File: src/round_robin_quantum_scheduler_defines.svh
// Assertion macros for the round-robin quantum scheduler.
// Included by the top level; no other dependencies.
`ifndef ROUND_ROBIN_QUANTUM_SCHEDULER_DEFINES_SVH
`define ROUND_ROBIN_QUANTUM_SCHEDULER_DEFINES_SVH

`ifndef SYNTHESIS
// Same-cycle implication, disabled during reset.
`define RRQS_ASSERT_IMP(label, clk, rst, ante, cons) \
  label: assert property (@(posedge clk) disable iff (rst) (ante) |-> (cons)) \
    else $error("rrqs: same-cycle check failed");
// Next-cycle implication, disabled during reset.
`define RRQS_ASSERT_NEXT(label, clk, rst, ante, cons) \
  label: assert property (@(posedge clk) disable iff (rst) (ante) |=> (cons)) \
    else $error("rrqs: next-cycle check failed");
`else
`define RRQS_ASSERT_IMP(label, clk, rst, ante, cons)
`define RRQS_ASSERT_NEXT(label, clk, rst, ante, cons)
`endif

`endif

File: src/rrqs_pkg.sv
// Shared types and constants of the round-robin quantum scheduler.
// No dependencies.
package rrqs_pkg;

  localparam int TABLE_DEPTH      = 16;
  localparam int PROCESS_ID_COUNT = 256;

  localparam int ID_W   = 8;
  localparam int OP_W   = 3;
  localparam int Q_W    = 8;
  localparam int IDX_W  = $clog2(TABLE_DEPTH);
  localparam int CNT_W  = $clog2(TABLE_DEPTH + 1);
  localparam int POS_W  = $clog2(TABLE_DEPTH + 2);
  localparam int BLK_AW = $clog2(PROCESS_ID_COUNT);
  localparam int CFG_AW = 3;
  localparam int CFG_DW = 32;

  localparam logic [Q_W-1:0] QUANTUM_RESET = 8'd4;
  localparam logic           REG_QUANTUM   = 1'b0;

  typedef enum logic [OP_W-1:0] {
    OP_TICK     = 3'd0,
    OP_ADMIT    = 3'd1,
    OP_FINISH   = 3'd2,
    OP_SCHEDULE = 3'd3,
    OP_BLOCK    = 3'd4,
    OP_UNBLOCK  = 3'd5
  } op_t;

  typedef struct packed {
    logic [OP_W-1:0] opcode;
    logic [ID_W-1:0] process_id;
  } sched_in_t;

  typedef struct packed {
    logic            granted;
    logic [ID_W-1:0] granted_id;
    logic            slice_expired;
    logic [ID_W-1:0] expired_id;
    logic            op_error;
  } sched_out_t;

  typedef struct packed {
    logic              wr;
    logic [BLK_AW-1:0] addr;
    logic              val;
  } blk_req_t;

endpackage

File: src/round_robin_quantum_scheduler.sv
// Round-robin process scheduler with a time quantum: sequencer, id table, registers.
// Depends on rrqs_pkg, rrqs_block_mem and round_robin_quantum_scheduler_defines.svh.
//
//  channel   | handshake                        | payload
//  ----------+----------------------------------+---------------------------
//  command   | start, busy (taken: start & !busy)| cmd    (sched_in_t)
//  result    | done (one-cycle strobe)          | result (sched_out_t)
//  config    | psel, penable, pwrite, pready    | paddr, pwdata, prdata
//
// Tick, admit, block, unblock and unused codes complete in the execute state;
// finish searches the table and moves each later entry down, and schedule scans
// it, each step bound by the single-port id table and the registered
// blocked-flag read on each scan step.
// After reset the blocked flags are cleared in a sweep over all PROCESS_ID_COUNT ids,
// with busy high; configuration writes are taken throughout.
// The receiver cannot stall: each result shows for exactly one cycle.
`include "round_robin_quantum_scheduler_defines.svh"

module round_robin_quantum_scheduler import rrqs_pkg::*; (
  input  logic              clk,
  input  logic              rst,
  // command item
  input  logic              start,
  output logic              busy,
  input  sched_in_t         cmd,
  // result item
  output logic              done,
  output sched_out_t        result,
  // configuration
  input  logic              psel,
  input  logic              penable,
  input  logic              pwrite,
  input  logic [CFG_AW-1:0] paddr,
  input  logic [CFG_DW-1:0] pwdata,
  output logic [CFG_DW-1:0] prdata,
  output logic              pready
);

  // One-hot sequencer states.
  typedef enum logic [9:0] {
    ST_CLEAR    = 10'b00_0000_0001,
    ST_IDLE     = 10'b00_0000_0010,
    ST_EXEC     = 10'b00_0000_0100,
    ST_FIND_RD  = 10'b00_0000_1000,
    ST_FIND_CMP = 10'b00_0001_0000,
    ST_MOVE_RD  = 10'b00_0010_0000,
    ST_MOVE_WR  = 10'b00_0100_0000,
    ST_SCAN_RD  = 10'b00_1000_0000,
    ST_SCAN_ID  = 10'b01_0000_0000,
    ST_SCAN_CHK = 10'b10_0000_0000
  } state_t;

  state_t state, state_next;

  // Configuration register.
  logic [Q_W-1:0] quantum;

  // Latched command.
  op_t             op_q;
  logic [ID_W-1:0] pid_q;

  // Scheduler state.
  logic [CNT_W-1:0] entry_count, entry_count_next;
  logic [POS_W-1:0] scan_position, scan_position_next;
  logic             running_valid, running_valid_next;
  logic [ID_W-1:0]  running_id, running_id_next;
  logic [Q_W-1:0]   slice_left, slice_left_next;

  // Sequencer working registers.
  logic [CNT_W-1:0] idx, idx_next;
  logic [CNT_W-1:0] tried, tried_next;
  logic [ID_W-1:0]  scan_id, scan_id_next;
  logic             scan_in_range, scan_in_range_next;

  // Result register.
  logic       done_next;
  sched_out_t result_next;

  // Id table: single write port, registered read.
  logic [ID_W-1:0]  ent_mem [TABLE_DEPTH];
  logic             ent_we;
  logic [IDX_W-1:0] ent_waddr;
  logic [ID_W-1:0]  ent_wdata;
  logic [IDX_W-1:0] ent_raddr;
  logic [ID_W-1:0]  ent_rdata;

  // Blocked-flag store.
  blk_req_t blk_req;
  logic     blk_rdata;
  logic     blk_clear_busy;

  logic             cfg_wr;
  logic [CNT_W-1:0] count_m1;
  logic [CNT_W-1:0] idx_inc;
  logic [POS_W-1:0] pos_eff;
  logic             pid_in_range;
  logic             scan_blocked;

  rrqs_block_mem u_block_mem (
    .clk        (clk),
    .rst        (rst),
    .req        (blk_req),
    .rd_data    (blk_rdata),
    .clear_busy (blk_clear_busy)
  );

  // ---------------------------------------------------------------------------
  // Configuration port: one register, always ready.
  // ---------------------------------------------------------------------------
  assign pready = 1'b1;
  assign cfg_wr = psel && penable && pwrite;

  always_ff @(posedge clk) begin
    if (rst) begin
      quantum <= QUANTUM_RESET;
    end else if (cfg_wr && (paddr[CFG_AW-1] == REG_QUANTUM)) begin
      quantum <= pwdata[Q_W-1:0];
    end
  end

  assign prdata = (paddr[CFG_AW-1] == REG_QUANTUM) ? CFG_DW'(quantum) : '0;

  // ---------------------------------------------------------------------------
  // Id table memory.
  // ---------------------------------------------------------------------------
  always_ff @(posedge clk) begin
    if (ent_we) begin
      ent_mem[ent_waddr] <= ent_wdata;
    end
    ent_rdata <= ent_mem[ent_raddr];
  end

  // ---------------------------------------------------------------------------
  // Shared helpers for the sequencer.
  // ---------------------------------------------------------------------------
  assign busy         = (state != ST_IDLE);
  assign count_m1     = entry_count - 1'b1;
  assign idx_inc      = idx + 1'b1;
  // Wrap the scan position once it reaches the fill.
  assign pos_eff      = (scan_position >= POS_W'(entry_count)) ? '0 : scan_position;
  // Ids at or above the id space are never blocked.
  assign pid_in_range = (32'(pid_q) < 32'(PROCESS_ID_COUNT));
  assign scan_blocked = scan_in_range && blk_rdata;

  // ---------------------------------------------------------------------------
  // Sequencer.
  // ---------------------------------------------------------------------------
  always_comb begin
    state_next         = state;
    entry_count_next   = entry_count;
    scan_position_next = scan_position;
    running_valid_next = running_valid;
    running_id_next    = running_id;
    slice_left_next    = slice_left;
    idx_next           = idx;
    tried_next         = tried;
    scan_id_next       = scan_id;
    scan_in_range_next = scan_in_range;
    done_next          = 1'b0;
    result_next        = '0;

    ent_we    = 1'b0;
    ent_waddr = entry_count[IDX_W-1:0];
    ent_wdata = pid_q;
    ent_raddr = idx[IDX_W-1:0];

    blk_req.wr   = 1'b0;
    blk_req.addr = BLK_AW'(pid_q);
    blk_req.val  = (op_q == OP_BLOCK);

    unique case (state)
      ST_CLEAR: begin
        // Hold off items until every blocked flag is cleared.
        if (!blk_clear_busy) begin
          state_next = ST_IDLE;
        end
      end

      ST_IDLE: begin
        if (start) begin
          state_next = ST_EXEC;
        end
      end

      ST_EXEC: begin
        state_next = ST_IDLE;
        done_next  = 1'b1;
        unique case (op_q)
          OP_TICK: begin
            // Count the slice down; a slice of zero or one expires now.
            if (running_valid) begin
              if (slice_left <= Q_W'(1)) begin
                slice_left_next           = '0;
                running_valid_next        = 1'b0;
                result_next.slice_expired = 1'b1;
                result_next.expired_id    = running_id;
              end else begin
                slice_left_next = slice_left - 1'b1;
              end
            end
          end
          OP_ADMIT: begin
            // Append, or flag a full table.
            if (entry_count >= CNT_W'(TABLE_DEPTH)) begin
              result_next.op_error = 1'b1;
            end else begin
              ent_we           = 1'b1;
              entry_count_next = entry_count + 1'b1;
            end
          end
          OP_FINISH: begin
            if (entry_count == '0) begin
              result_next.op_error = 1'b1;
            end else begin
              idx_next   = '0;
              state_next = ST_FIND_RD;
              done_next  = 1'b0;
            end
          end
          OP_SCHEDULE: begin
            // An empty table grants nothing and leaves the position alone.
            if (entry_count != '0) begin
              tried_next = '0;
              state_next = ST_SCAN_RD;
              done_next  = 1'b0;
            end
          end
          OP_BLOCK, OP_UNBLOCK: begin
            blk_req.wr = pid_in_range;
          end
          default: begin
          end
        endcase
      end

      // Search the table for the first copy of the id.
      ST_FIND_RD: begin
        state_next = ST_FIND_CMP;
      end

      ST_FIND_CMP: begin
        if (ent_rdata == pid_q) begin
          if (idx < count_m1) begin
            state_next = ST_MOVE_RD;
          end else begin
            entry_count_next = count_m1;
            state_next       = ST_IDLE;
            done_next        = 1'b1;
          end
        end else if (idx == count_m1) begin
          result_next.op_error = 1'b1;
          state_next           = ST_IDLE;
          done_next            = 1'b1;
        end else begin
          idx_next   = idx_inc;
          state_next = ST_FIND_RD;
        end
      end

      // Close the gap: move each later entry down by one.
      ST_MOVE_RD: begin
        ent_raddr  = idx_inc[IDX_W-1:0];
        state_next = ST_MOVE_WR;
      end

      ST_MOVE_WR: begin
        ent_we    = 1'b1;
        ent_waddr = idx[IDX_W-1:0];
        ent_wdata = ent_rdata;
        idx_next  = idx_inc;
        if (idx_inc == count_m1) begin
          entry_count_next = count_m1;
          state_next       = ST_IDLE;
          done_next        = 1'b1;
        end else begin
          state_next = ST_MOVE_RD;
        end
      end

      // Scan: read the entry at the wrapped position.
      ST_SCAN_RD: begin
        scan_position_next = pos_eff;
        ent_raddr          = pos_eff[IDX_W-1:0];
        state_next         = ST_SCAN_ID;
      end

      // Look up the blocked flag of the entry just read.
      ST_SCAN_ID: begin
        blk_req.addr       = BLK_AW'(ent_rdata);
        scan_id_next       = ent_rdata;
        scan_in_range_next = (32'(ent_rdata) < 32'(PROCESS_ID_COUNT));
        state_next         = ST_SCAN_CHK;
      end

      ST_SCAN_CHK: begin
        if (!scan_blocked) begin
          // Grant: the new process runs with a full slice.
          running_valid_next     = 1'b1;
          running_id_next        = scan_id;
          slice_left_next        = quantum;
          scan_position_next     = scan_position + 1'b1;
          result_next.granted    = 1'b1;
          result_next.granted_id = scan_id;
          state_next             = ST_IDLE;
          done_next              = 1'b1;
        end else if (tried == count_m1) begin
          // Every entry tried: advance once for this entry and once more.
          scan_position_next = scan_position + POS_W'(2);
          state_next         = ST_IDLE;
          done_next          = 1'b1;
        end else begin
          scan_position_next = scan_position + 1'b1;
          tried_next         = tried + 1'b1;
          state_next         = ST_SCAN_RD;
        end
      end

      default: begin
        state_next = ST_IDLE;
      end
    endcase
  end

  // Control registers.
  always_ff @(posedge clk) begin
    if (rst) begin
      state         <= ST_CLEAR;
      entry_count   <= '0;
      scan_position <= '0;
      running_valid <= 1'b0;
      running_id    <= '0;
      slice_left    <= '0;
      done          <= 1'b0;
    end else begin
      state         <= state_next;
      entry_count   <= entry_count_next;
      scan_position <= scan_position_next;
      running_valid <= running_valid_next;
      running_id    <= running_id_next;
      slice_left    <= slice_left_next;
      done          <= done_next;
    end
  end

  // Payload and working registers.
  always_ff @(posedge clk) begin
    if (start && !busy) begin
      op_q  <= op_t'(cmd.opcode);
      pid_q <= cmd.process_id;
    end
    idx           <= idx_next;
    tried         <= tried_next;
    scan_id       <= scan_id_next;
    scan_in_range <= scan_in_range_next;
    result        <= result_next;
  end

  // ---------------------------------------------------------------------------
  // Checks.
  // ---------------------------------------------------------------------------
  `RRQS_ASSERT_NEXT(a_accept_busy, clk, rst, start && !busy, busy)
  `RRQS_ASSERT_NEXT(a_done_single, clk, rst, done, !done)
  `RRQS_ASSERT_IMP(a_grant_xor_expire, clk, rst, done, !(result.granted && result.slice_expired))
  `RRQS_ASSERT_IMP(a_grant_running, clk, rst, done && result.granted, running_valid)
  `RRQS_ASSERT_IMP(a_count_bound, clk, rst, 1'b1, entry_count <= CNT_W'(TABLE_DEPTH))

endmodule

File: src/rrqs_block_mem.sv
// Blocked-flag store, one bit per process id, with a clearing sweep after reset.
// Depends on rrqs_pkg.
module rrqs_block_mem import rrqs_pkg::*; (
  input  logic     clk,
  input  logic     rst,
  input  blk_req_t req,
  output logic     rd_data,
  output logic     clear_busy
);

  logic              mem [PROCESS_ID_COUNT];
  logic [BLK_AW-1:0] clr_addr;

  // Sweep one entry per cycle until every flag is cleared.
  always_ff @(posedge clk) begin
    if (rst) begin
      clear_busy <= 1'b1;
      clr_addr   <= '0;
    end else if (clear_busy) begin
      clr_addr <= clr_addr + 1'b1;
      if (clr_addr == BLK_AW'(PROCESS_ID_COUNT - 1)) begin
        clear_busy <= 1'b0;
      end
    end
  end

  always_ff @(posedge clk) begin
    if (clear_busy) begin
      mem[clr_addr] <= 1'b0;
    end else if (req.wr) begin
      mem[req.addr] <= req.val;
    end
    rd_data <= mem[req.addr];
  end

endmodule
File: config.mk
export PLATFORM = sky130hd
export DESIGN_NAME = round_robin_quantum_scheduler
export DESIGN_NICKNAME = d
export VERILOG_FILES = /design/src/rrqs_pkg.sv /design/src/round_robin_quantum_scheduler.sv /design/src/rrqs_block_mem.sv
export VERILOG_INCLUDE_DIRS = /design/src /design/src/src
export SDC_FILE = /design/constraint.sdc
export NUM_CORES = 1
export LEC_CHECK = 0
export BUFFER_PORTS_ARGS = -buffer_cell sky130_fd_sc_hd__buf_2
export CAP_MARGIN = 20
export CORE_UTILIZATION = 62
export DETAILED_ROUTE_END_ITERATION = 12
export GPL_TIMING_DRIVEN = 0
export PLACE_DENSITY = 0.8
export REMOVE_ABC_BUFFERS = 1
export SYNTH_ARGS = -nofsm -noshare
export SYNTH_HDL_FRONTEND = slang
export SYNTH_SLANG_ARGS = --single-unit
export TNS_END_PERCENT = 10
File: constraint.sdc
create_clock -name clk -period 43.1 [get_ports clk]
set_clock_uncertainty 0.15 [all_clocks]
set_input_delay 4.31 -clock clk [delete_from_list [all_inputs] [get_ports clk]]
set_output_delay 4.31 -clock clk [all_outputs]
set_load 0.01 [all_outputs]
==> out/qor.yml, run 1 <==
clock_tree:
  root_buffer: "clkbuf_16"
  htreeDepth: 2
  holdBufCountCts: 0
  clk_latency_ps: 610
  cts_buffers: 48
  post_cts_resized: 0
  postCtsSetupBuffers: 0
  clk_path_buf_depth: 3
  clk_pin_slew_worst_paths_ps: 60
  cts_tree: "yes"
  cts_sinks: 496
timing:
  period_minus_slack_ps: 9180
  relSlewSlack: 0.310
  setup_violations: 0
  finalCritPeriodShare: 0.213
  slew_viol_final: 0
  worst_pin_slew_ps: 1040
  max_clock_freq_mhz: 109
  hold_viol_final: 0
  rsz0062_at_grt: "no"
  tns_ps: 0
synthesis:
  ys_ff_latch: 496
  synth_edf_count: 413
  synth-simple-area-share: 0.178
  avgSynthCellArea_um2: 10.9
  ys_seq_area_frac: 0.613
  synthArstFlopShare: 0
  syn-cell-area_um2: 22900
  yosys_warnings: 0
  ys.flop_type: "edfxtp_1"
  synth_cells: 2107
  synthMuxAreaShare: 0.0222
  synthAdderAreaFrac: 0.0104
  synth_xor_area_frac: 0.0156
  synth_compound_area_frac: 0.116
  ys_types: 80
  synth_top_family_by_area: "simple AND/OR/NAND/NOR gates"
die:
  initial_core_util: 0.628
  io_pins: 106
  die_area_um2: 37800
  coreArea_um2: 36500
  die_h_um: 194
  dieWidth_um: 194
  rows: 70
setup_path:
  r2r_cells: 9
  setup.worst_path.start: "paddr[2]"
  reg2reg_from: "state[4]$_SDFFE_PP0P_"
  crit_fanout: 10
  critPathRequiredTime_ps: 38640
  worst-setup-path-type: "in2out"
  endpoint_kind: "output port"
  crit_path_end: "prdata[2]"
  rrSetupSlack_ps: 37420
  arrival_ps: 4720
  reg2reg_to: "u_block_mem.mem[94]$_DFFE_PP_"
  critPathLaunchType: "input pin"
global_route:
  antenna_found_initial: 0
  grt_pass1_vias: 16400
  grt-ovfl-total: 0
  grt_usage: 0.307
  grt_max_degree: 82
  grt_pass1_wl_um: 89700
route:
  ant_nets: 0
  first_pass_iters: 8
  drtIter0Drc: 2173
  routed_via_density: 6.52
  drcViolationCount: 0
  wire_per_inst_um: 22.2
  vias: 17000
  drt-total-wl_um: 58000
power:
  worst_ir_drop_vdd_uv: 41.0
  leakagePower_nw: 9.01
  powerDensity_nw_per_um2: 38.1
worst_hold_path:
  hp-class: "reg2reg"
final_layout:
  num_antenna_cells: 0
  layout_commonest_cell: "edfxtp_1"
  layout-area-overhead-vs-synth_pct: 10.3
  n_fill_cell: 2554
  drive_gt1_frac: 0.0969
  fin_nets: 2178
  fin_area_um2: 25300
  layout_common_cells: "edfxtp_1, nor2_1, nand2_1, nand3_1, o21ai_0"
  fin_util: 0.693
status:
  status: "complete, no violations"
placement:
  dp_hpwl_um: 37500
  place_congestion: 0.965
  placed_area_um2: 23600
  portBuffers: 54
job:
  max_cap_viol_count: 0
power breakdown:
part	switching [W]	leakage, nW	internal, W	total (W)
combinational	0.0000119	3.32	0.00000419	0.0000161
clock	0.000182	0.801	0.000252	0.000434
sequential	0.00000136	4.89	0.000513	0.000515
total	0.000195	9.01	0.000770	0.000965
synth_stat cells, types with 11 or more instances:
master	count	share of area
nor2b_1	17	0.0046
ha_1	19	0.010
buf_4	28	0.0092
nand4_1	17	0.0046
nor2_1	338	0.055
a31oi_1	24	0.0065
clkbuf_1	97	0.016
or3_1	11	0.0030
dfxtp_1	83	0.072
nor4_1	21	0.0057
buf_2	31	0.0068
a22oi_1	18	0.0059
inv_1	51	0.0083
nand2b_1	12	0.0033
a211oi_1	55	0.018
edfxtp_1	413	0.54
mux2i_1	44	0.019
and4_1	12	0.0046
o211ai_1	20	0.0065
nor3_1	21	0.0046
xor2_1	15	0.0057
a21oi_1	91	0.020
nand2_1	190	0.031
o41ai_1	11	0.0042
and3_1	59	0.016
nand3_1	121	0.026
o21ai_0	111	0.024
xnor2_1	18	0.0069
and2_1	19	0.0052
critical path, cell delays in order:
cell and delay, ps:
buf_2 160, nor2b_1 120, buf_2 130
sequential cells by signal, indices dropped and copies added, names as in the netlist, 8 cells and up:
register and flops:
running_id 8, pid_q 8, result 19, state 10
slice_left 8, u_block_mem.mem 256, u_block_mem.clr_addr 8, quantum 8
scan_id 8, ent_mem 128, ent_rdata 8
how the worst min path moves through the flow:
stage               cells past startpoint  slack, ps                    endpoint                       start
finish                                  1        300        result[5]$_SDFF_PN0_  running_id[4]$_SDFFE_PP0P_
floorplan                               2        270       result[10]$_SDFF_PN0_        scan_id[0]$_DFFE_PP_
detailed placement                      1        290        result[7]$_SDFF_PN0_  running_id[6]$_SDFFE_PP0P_
global route                            2        310  running_id[5]$_SDFFE_PP0P_  running_id[5]$_SDFFE_PP0P_
global placement                        2        290  running_id[0]$_SDFFE_PP0P_  running_id[0]$_SDFFE_PP0P_
CTS                                     2        300  running_id[5]$_SDFFE_PP0P_  running_id[5]$_SDFFE_PP0P_
final cells by class:
| type | count | area (um2) | area share |
|---|---|---|---|
| inverters | 52 | 195 | 0.00772 |
| clock inverters | 22 | 268 | 0.0106 |
| well taps | 468 | 586 | 0.0231 |
| flip-flops and latches | 496 | 14100 | 0.556 |
| repair buffers | 97 | 795 | 0.0314 |
| multi-input cells | 1412 | 8030 | 0.317 |
| clock buffers | 67 | 1360 | 0.0538 |
layer usage:
layer	global-route usage	wire, um	part of all wire	up-vias
met5	0	0	0	-
met1	0.374	21000	0.36	8133
li1	-	-	-	7650
met2	0.525	28900	0.50	1075
met3	0.0597	5730	0.099	177
met4	0.151	2310	0.040	0
metrics by stage:
stage | hold slack [ps] | cells | setup WS [ps] | power [W]
2_1_floorplan | 271 | 1960 | 25360 | 0.000533
3_5_place_dp | 292 | 2522 | 33910 | 0.000540
5_1_grt | 310 | 2614 | 33880 | 0.000985
6_report | 303 | 2614 | 33920 | 0.000965
3_3_place_gp | 289 | 2482 | 16700 | 0.000540
4_1_cts | 304 | 2611 | 33910 | 0.000967
cells by family after synthesis:
| family | count (synthesis) |
|---|---|
| simple gates | 873 |
| other cells | 2 |
| buf+inv | 222 |
| flops | 496 |
| mux | 50 |
| xor+xnor | 36 |
| compound gates | 409 |
| fa+ha+maj | 19 |
(Power assumes the default switching activity.)
==> run 2, diff against run 1 <==
Settings changed: CORE_UTILIZATION 62 to 56, PLACE_DENSITY 0.8 to 0.77.
Clock period 43.1 ns to 8.2 ns, I/O delays scaled along.
==> run 2 against run 1 <==
  * Clock power increased to 4.9 times the previous value
  * First-iteration DRC count is 23% lower
  * Worst hold slack worse by 74 ps
  * Via count is 0.75% lower
  * Combinational power grew to 5.2 times the previous value
  * Register-to-register slack got worse by 35000 ps
  * Sequential power grew to 5.2 times the previous value
  * Sequential share of layout area about the same
  * Critical path depth increased by 7
==> out/qor.yml, run 2 (synthesized netlist as in run 1, its figures left out) <==
setup_path:
  r2r_cells: 10
  cp_common_cell: "buf_16"
  crit_path_end: "u_block_mem.mem[186]$_DFFE_PP_"
  crit_family: "simple AND/OR/NAND/NOR gates"
  critPathLaunchType: "register"
  worst_path_largest_cell_delay_ps: 900
  critical_path_depth: 10
  reg2reg_from: "state[4]$_SDFFE_PP0P_"
  worst-setup-path-type: "reg2reg"
  setup.worst_path.start: "state[4]$_SDFFE_PP0P_"
  rrSetupSlack_ps: 2550
  arrival_ps: 5800
  crit_fanout: 42
  worstPathCellList: "or4_1 > o31a_2 > buf_12 > nor2_4 > buf_16 > buf_16 > nand2_1 > o21ai_1 > nand3_1 > nor2_1"
  critPathRequiredTime_ps: 8350
  crit_buf_inv: 3
  slowest_stage: "or4_1"
  reg2reg_to: "u_block_mem.mem[186]$_DFFE_PP_"
  endpoint_kind: "register"
die:
  initial_core_util: 0.572
  dieWidth_um: 204
  die_h_um: 204
  coreArea_um2: 40100
  die_area_um2: 41800
  io_pins: 106
  rows: 73
clock_tree:
  cts_sinks: 496
  cts_tree: "yes"
  root_buffer: "clkbuf_16"
  clk_path_buf_depth: 3
  postCtsSetupBuffers: 0
  cts_buffers: 48
  htreeDepth: 2
  clk_pin_slew_worst_paths_ps: 60
  holdBufCountCts: 0
  post_cts_resized: 0
  clk_latency_ps: 620
placement:
  place_congestion: 0.918
  dp_hpwl_um: 37700
  portBuffers: 54
timing:
  period_minus_slack_ps: 5650
  rsz0062_at_grt: "no"
  slew_viol_final: 0
  hold_slack_ps: 229
  max_clock_freq_mhz: 177
  hold_viol_final: 0
  tns_ps: 0
  setup_violations: 0
  relSlewSlack: 0.299
  finalCritPeriodShare: 0.689
  worst_pin_slew_ps: 1050
worst_hold_path:
  whs_path_depth: 1
  hold_path.startpoint: "cmd[5]"
  hp-class: "in2reg"
global_route:
  grt_pass1_wl_um: 89700
  antenna_found_initial: 0
  grt_use_met3: 0.0486
  met2_usage: 0.465
  grt-ovfl-total: 0
  grt_usage: 0.278
  met1_usage: 0.346
  grt-busiest-layer: "met2"
  grt_max_degree: 82
  grt_pass1_vias: 16400
final_layout:
  reg_top3: "u_block_mem.mem (256), ent_mem (128), result (19)"
  fin_nets: 2181
  layout_commonest_cell: "edfxtp_1"
  largest_reg_flops: 256
  num_antenna_cells: 0
  n_fill_cell: 3046
  drive_gt1_frac: 0.0950
  layout-area-overhead-vs-synth_pct: 10.2
  layout_common_cells: "edfxtp_1, nor2_1, nand2_1, nand3_1, o21ai_0"
  regMostFlops: "u_block_mem.mem"
route:
  drtIter0Drc: 1669
  first_pass_iters: 6
  wire_per_inst_um: 21.5
  vias: 16900
  drt-total-wl_um: 57500
  routed_via_density: 6.33
  drcViolationCount: 0
  ant_nets: 0
job:
  max_cap_viol_count: 0
power:
  powerDensity_nw_per_um2: 194
  worst_ir_drop_vdd_uv: 159
  leakagePower_nw: 8.96
status:
  status: "complete, no violations"
-- run 2: worst register-to-register path, stage by stage, from the launching register on --
cell	delay, ps
dfxtp_1	350
or4_1	900
o31a_2	690
buf_12	270
nor2_4	550
buf_16	250
buf_16	200
nand2_1	120
o21ai_1	660
nand3_1	820
nor2_1	370
-- run 2: power by group --
part / total (W) / internal (W) / switching (W) / leakage [nW]
Combinational: 0.0000841 / 0.0000224 / 0.0000617 / 3.37
Sequential: 0.00270 / 0.00270 / 0.00000692 / 4.86
Clock: 0.00213 / 0.00117 / 0.000952 / 0.729
-- run 2: area by class of cell --
| type | count | area [um2] | share of cell area |
|---|---|---|---|
| clock buffers | 65 | 1330 | 0.0525 |
| multi-input cells | 1412 | 8030 | 0.317 |
| inverters | 52 | 195 | 0.00772 |
| clock inverters | 23 | 174 | 0.00688 |
| repair buffers | 100 | 835 | 0.0330 |
| well taps | 525 | 657 | 0.0260 |
| flip-flops and latches | 496 | 14100 | 0.556 |
-- run 2: worst min-delay path by stage --
stage / endpoint / slack [ps]
2_1_floorplan: result[10]$_SDFF_PN0_ / 270
3_3_place_gp: running_id[2]$_SDFFE_PP0P_ / 290
3_5_place_dp: result[14]$_SDFF_PN0_ / 290
4_1_cts: pid_q[5]$_DFFE_PP_ / 210
5_1_grt: pid_q[4]$_DFFE_PP_ / 220
6_report: pid_q[5]$_DFFE_PP_ / 230
-- run 2: layer usage --
metal / wire (um) / vias up
li1: - / 7666
met1: 22100 / 8137
met2: 27900 / 920
met3: 4800 / 185
met4: 2650 / 0
met5: 0 / -
-- run 2: stage by stage --
step	utilization	setup WS, ps	cells	instance area (um2)	total power [W]
global route	0.630	2210	2673	25300	0.00503
floorplan	-	-9540	1960	22200	0.00280
finish	0.630	2550	2673	25300	0.00491
detailed placement	0.593	2620	2584	23800	0.00284
global placement	0.577	-18650	2539	23100	0.00284
CTS	0.630	2610	2672	25300	0.00492
